--- config.mk ---
export PLATFORM = sky130hd
export DESIGN_NAME = fbm_octave
export DESIGN_NICKNAME = d
export VERILOG_FILES = /design/src/rtl/core/fbm_pkg.sv /design/src/rtl/core/fbm_octave.sv
export SDC_FILE = /design/constraint.sdc
export NUM_CORES = 2
export LEC_CHECK = 0
export ABC_CLOCK_PERIOD_IN_PS = 8960
export BUFFER_PORTS_ARGS = -buffer_cell sky130_fd_sc_hd__buf_2
export CAP_MARGIN = 20
export CORE_ASPECT_RATIO = 0.6
export CORE_UTILIZATION = 60
export DETAILED_ROUTE_END_ITERATION = 10
export GPL_TIMING_DRIVEN = 0
export PLACE_DENSITY = 0.77
export SETUP_SLACK_MARGIN = 0.02
export SYNTH_ARGS = -nofsm -noshare
export SYNTH_HDL_FRONTEND = slang
export SYNTH_SLANG_ARGS = --single-unit
--- constraint.sdc ---
create_clock -name clock -period 8.96 [get_ports clock]
set_input_delay 0.896 -clock clock [delete_from_list [all_inputs] [get_ports clock]]
set_output_delay 0.896 -clock clock [all_outputs]
set_load 0.02 [all_outputs]
--- src/rtl/core/fbm_pkg.sv ---
// Shared types, constants and the octave weight table for the fBm noise pixel block.
// No dependencies; every other file of the block imports this package.
package fbm_pkg;

   localparam int COORD_W         = 24;
   localparam int SUM_W           = 22;
   localparam int HASH_W          = 32;
   localparam int WEIGHT_W        = 19;
   localparam int NOISE_W         = 31;
   localparam int DEF_OCTAVES     = 16;
   localparam int DEF_FRAC_BITS   = 8;
   localparam int OCT_STAGES      = 5;

   localparam logic [HASH_W-1:0]   HASH_ROW_MUL = 32'd57;
   localparam logic [HASH_W-1:0]   HASH_MUL_A   = 32'd15731;
   localparam logic [HASH_W-1:0]   HASH_ADD_A   = 32'd789221;
   localparam logic [HASH_W-1:0]   HASH_ADD_B   = 32'd1376312589;
   localparam logic [NOISE_W-1:0]  NOISE_MID    = 31'h4000_0000;
   localparam logic [15:0]         SCALE_Q16    = 16'd19661;
   localparam logic [SUM_W-1:0]    SUM_MAX      = {SUM_W{1'b1}};

   // Coordinates and running sum that travel with each beat.
   typedef struct packed {
      logic [COORD_W-1:0] x_coord;
      logic [COORD_W-1:0] y_coord;
      logic [SUM_W-1:0]   noise_sum;
   } fbm_beat_type;

   // Octave weight 0.3^(-0.1*i) in Q3.16, rounded, saturated from octave 18 on.
   function automatic logic [WEIGHT_W-1:0] octave_weight(input logic [4:0] idx);
      logic [WEIGHT_W-1:0] w;
      unique case (idx)
         5'd0:    w = 19'd65536;
         5'd1:    w = 19'd73921;
         5'd2:    w = 19'd83379;
         5'd3:    w = 19'd94047;
         5'd4:    w = 19'd106079;
         5'd5:    w = 19'd119652;
         5'd6:    w = 19'd134961;
         5'd7:    w = 19'd152228;
         5'd8:    w = 19'd171705;
         5'd9:    w = 19'd193674;
         5'd10:   w = 19'd218453;
         5'd11:   w = 19'd246403;
         5'd12:   w = 19'd277929;
         5'd13:   w = 19'd313489;
         5'd14:   w = 19'd353598;
         5'd15:   w = 19'd398839;
         5'd16:   w = 19'd449869;
         5'd17:   w = 19'd507427;
         default: w = 19'd524287;
      endcase
      return w;
   endfunction

endpackage

--- src/rtl/core/fbm_octave.sv ---
// One octave of the fBm sum as a five-stage pipeline: hash, weight, accumulate, rescale.
// Depends on fbm_pkg.
module fbm_octave
   import fbm_pkg::*;
#(
   parameter int OCT_INDEX       = 0,
   parameter int COORD_FRAC_BITS = DEF_FRAC_BITS
) (
   input  logic         clock,
   input  logic         reset,
   input  logic         advance,
   input  logic         in_valid,
   input  fbm_beat_type in_beat,
   output logic         out_valid,
   output fbm_beat_type out_beat
);

   localparam logic [WEIGHT_W-1:0] WEIGHT = octave_weight(5'(OCT_INDEX));

   logic [OCT_STAGES-1:0] valid_ff, valid_in;
   fbm_beat_type          beat_ff [OCT_STAGES];
   fbm_beat_type          beat_in [OCT_STAGES];
   logic [HASH_W-1:0]     n_ff [OCT_STAGES-2];
   logic [HASH_W-1:0]     sq_ff, t_ff;
   logic [NOISE_W-1:0]    h_ff;

   logic [HASH_W-1:0]     ix, iy, n_sum, n_in, sq_in, t_in;
   logic [NOISE_W-1:0]    h_in, noise;
   logic [NOISE_W+WEIGHT_W-1:0] prod_full;
   logic [WEIGHT_W-1:0]   prod;
   logic [SUM_W:0]        acc;
   logic [2*COORD_W-1:0]  xs_full, ys_full;

   always_comb begin
      ix       = HASH_W'(in_beat.x_coord >> COORD_FRAC_BITS);
      iy       = HASH_W'(in_beat.y_coord >> COORD_FRAC_BITS);
      n_sum    = ix + iy * HASH_ROW_MUL;
      n_in     = {n_sum[HASH_W-2:0], 1'b0} ^ n_sum;
      sq_in    = n_ff[0] * n_ff[0];
      t_in     = sq_ff * HASH_MUL_A + HASH_ADD_A;
      h_in     = NOISE_W'(n_ff[2] * t_ff + HASH_ADD_B);
      noise    = (h_ff <= NOISE_MID) ? (NOISE_MID - h_ff) : (h_ff - NOISE_MID);
      prod_full = (NOISE_W+WEIGHT_W)'(noise) * (NOISE_W+WEIGHT_W)'(WEIGHT);
      prod     = prod_full[30 +: WEIGHT_W];
      acc      = (SUM_W+1)'(beat_ff[3].noise_sum) + (SUM_W+1)'(prod);
      xs_full  = (2*COORD_W)'(beat_ff[3].x_coord) * (2*COORD_W)'(SCALE_Q16);
      ys_full  = (2*COORD_W)'(beat_ff[3].y_coord) * (2*COORD_W)'(SCALE_Q16);

      valid_in = {valid_ff[OCT_STAGES-2:0], in_valid};
      beat_in[0] = in_beat;
      for (int s = 1; s < OCT_STAGES; s++) begin
         beat_in[s] = beat_ff[s-1];
      end
      // The last stage adds this octave and scales the coordinates for the next one.
      beat_in[4].noise_sum = acc[SUM_W] ? SUM_MAX : acc[SUM_W-1:0];
      beat_in[4].x_coord   = xs_full[16 +: COORD_W];
      beat_in[4].y_coord   = ys_full[16 +: COORD_W];
   end

   always_ff @(posedge clock) begin
      if (reset) begin
         valid_ff <= '0;
      end else if (advance) begin
         valid_ff <= valid_in;
      end
   end

   always_ff @(posedge clock) begin
      if (advance) begin
         for (int s = 0; s < OCT_STAGES; s++) begin
            beat_ff[s] <= beat_in[s];
         end
         n_ff[0] <= n_in;
         n_ff[1] <= n_ff[0];
         n_ff[2] <= n_ff[1];
         sq_ff   <= sq_in;
         t_ff    <= t_in;
         h_ff    <= h_in;
      end
   end

   assign out_valid = valid_ff[OCT_STAGES-1];
   assign out_beat  = beat_ff[OCT_STAGES-1];

endmodule

==> run metrics <==
chip height 256 um; Most used DFF post-synth edfxtp_1; final hold vios 0; setup bufs post-CTS 0; Crit path max-delay family adder cells; Max Cap Viol 0; kind of critical path flip-flop to flip-flop; CTS Root Cell clkbuf_16; worst path bufs/invs 6; I/O Buffers 142; minimum clock period 8470 ps; CTS tree built; grt ovf 0; hold buffers post-CTS 0; Wirelength per Cell 20.0 um; nets 8030; EDFF count, synth 510; Worst EP required 9350 ps; max-slew violations 0; share of cells above drive strength 1 0.0535; CTS clock-pin slew for the worst setup and hold paths 70 ps; RSZ-0062 raised after global routing false; largest family of logic cells by synthesized area adder cells; Via density 5.43; Synth Area in Simple Gates 0.0820; GRT Overall Usage 0.287; Pre-Repair DR Iteration Count 6; area grow syn2layout 6.60%; Worst path slowest cell clkbuf_1; Hold Path Class flip-flop to flip-flop; average cell area after synthesis 11.1 um2; compound-cell area share of the yosys netlist 0.0387; I/O pin count 145; first-pass GRT wire length 239000 um; Worst Skew 45.9 ps; Filler Cells Inserted 8227; Post-Route WL 150000 um; Die Area 109000 um2; period utilization 0.945; Starting Density 0.610; core footprint 106000 um2; CP startpoint kind flip-flop; drc violations 0; Clock Latency Late Sink 660 ps; clock net sink count 515; worst stage delay on the critical path 610 ps; ys async rst share 0; Mapped Area 64500 um2; Crit Path Max Fanout 10; Post-Synth Adder-Cell Area 0.499; dpl cells 7398; Peak Freq 0.118 GHz; dpl hpwl 126000 um; DIE WIDTH 425 um; Post-Synth XOR/XNOR Area 0.0370; final non-filler cell total 7489; Via Count 40663; Worst Tran Pin Value 925 ps; row cnt 92; vias in the first global route 42117; Final Setup Violations 0; yosys warns 0; worst reg2reg setup slack 490 ps; DRT iter0 DRCs 3575; Distinct cells, synth 72; most frequent CP cell fa_1; Detail Route Antenna Nets 0; Data arrival, critical path 8860 ps; post-synthesis sequential area ratio 0.239; post-synthesis mux area share 0.00159; CTS max path bufs 3; outcome complete, no violations; initial antenna violation count 5; Worst setup EP type flip-flop; largest net degree at the start of global routing 136; #FFs+latches synth 515; Post-Syn Instances 5837; relative slew slack 0.383; H-tree Lvls 2; RePlAce Congestion 0.991; Inserted Clock Buffers 49
[through the flow]
stage	area [um2]	hold slack (ps)	util	TNS, ps	worst slack [ps]
after global routing	68800	387	0.650	0	126
after floorplan	64600	400	-	0	2040
after global placement	67000	401	0.634	-364850	-830
after detailed placement	67200	405	0.635	0	252
after CTS	68800	381	0.650	0	207
final	68800	400	0.650	0	489
[layout by cell type (no fill, tap or decap), drive strengths merged, types with 112 or more instances in the layout]
| cell | netlist | routed |
|---|---|---|
| inv | 1508 | 1517 |
| and2 | 373 | 373 |
| buf | 70 | 216 |
| xnor2 | 189 | 189 |
| a21oi | 112 | 112 |
| nor2 | 126 | 126 |
| nand2 | 356 | 356 |
| ha | 822 | 822 |
| clkbuf | 117 | 171 |
| fa | 1095 | 1095 |
| edfxtp | 510 | 510 |
[synthesized netlist by cell type, types with 3 or more instances]
master | number | area, um2
o2111ai_1 | 6 | 52.6
fa_1 | 1095 | 21900
a31o_2 | 4 | 35.0
nand3_1 | 32 | 160
xor2_1 | 84 | 736
o211ai_1 | 5 | 37.5
buf_4 | 70 | 526
a21boi_0 | 7 | 52.6
edfxtp_1 | 510 | 15300
a21oi_1 | 112 | 561
or3_1 | 10 | 62.6
a221o_1 | 4 | 40.0
o221ai_1 | 3 | 26.3
xnor2_1 | 189 | 1660
or2_2 | 6 | 37.5
nand2b_1 | 25 | 156
a41oi_1 | 3 | 26.3
o41ai_1 | 3 | 26.3
ha_1 | 822 | 10300
and2_1 | 372 | 2330
o31ai_1 | 5 | 37.5
a2111oi_0 | 4 | 35.0
nor2b_1 | 26 | 163
o21bai_1 | 17 | 128
o21ai_0 | 72 | 360
mux2i_1 | 8 | 80.1
nor3_1 | 31 | 155
nor4_2 | 3 | 37.5
a211oi_1 | 17 | 128
nor2_1 | 123 | 462
a21o_1 | 57 | 428
nor2_2 | 3 | 18.8
nand4_1 | 14 | 87.6
a31oi_1 | 14 | 87.6
dfxtp_1 | 5 | 100
a311oi_1 | 4 | 35.0
inv_1 | 1508 | 5660
and3_1 | 19 | 119
nand2_1 | 356 | 1340
clkbuf_1 | 117 | 439
o21a_1 | 30 | 225
[repair_timing]
item / CTS / global route
endpoints found under the hold margin: 0 / 0
gates resized for setup: 0 / 8
setup endpoints to repair: 0 / 4
[path summary, 6_finish.rpt]
check,startpoint,end,cells past startpoint
worst max register to register,n_ff[0][4],sq_ff[28],25
worst min register to register,beat_ff[0][65],beat_ff[0][135],0
worst max-delay path,n_ff[0][4],sq_ff[28],25
worst min-delay path,beat_ff[0][65],beat_ff[0][135],0
[sequential cells by signal (all words and copies together), names as in the netlist]
register  cells
h_ff         31
sq_ff        30
n_ff         71
valid_ff      5
t_ff         30
beat_ff     348
[per-layer routing]
layer,global-route usage,vias to the layer above,wire [um]
li1,-,18382,-
met3,0.0853,135,17700
met1,0.459,20595,69400
met5,0,-,13
met2,0.387,1549,60500
met4,0.0477,2,2480
[area by class of cell]
cell class	count	area, um2	area share
clock buffer	54	1240	0.0181
sequential	515	15400	0.224
buffer	187	970	0.0141
timing repair buffer	147	841	0.0122
clock inverter	36	388	0.00564
inverter	1508	5660	0.0823
multi-input combinational	3631	42500	0.618
antenna	1	2.50	0.0000364
tap	1410	1760	0.0256
[kinds of logic after synthesis]
kind of cell               Yosys count
and+or+nand+nor                   1038
other                                2
muxes                               10
xor gates and xnor gates           273
buffers and inverters             1695
adders and majority gates         1917
AOI/OAI and AO/OA                  387
DFF                                515
Power is left out: the tool's default activity adds up to more than one toggle a clock period on the data nets, which glitch-free logic cannot reach.
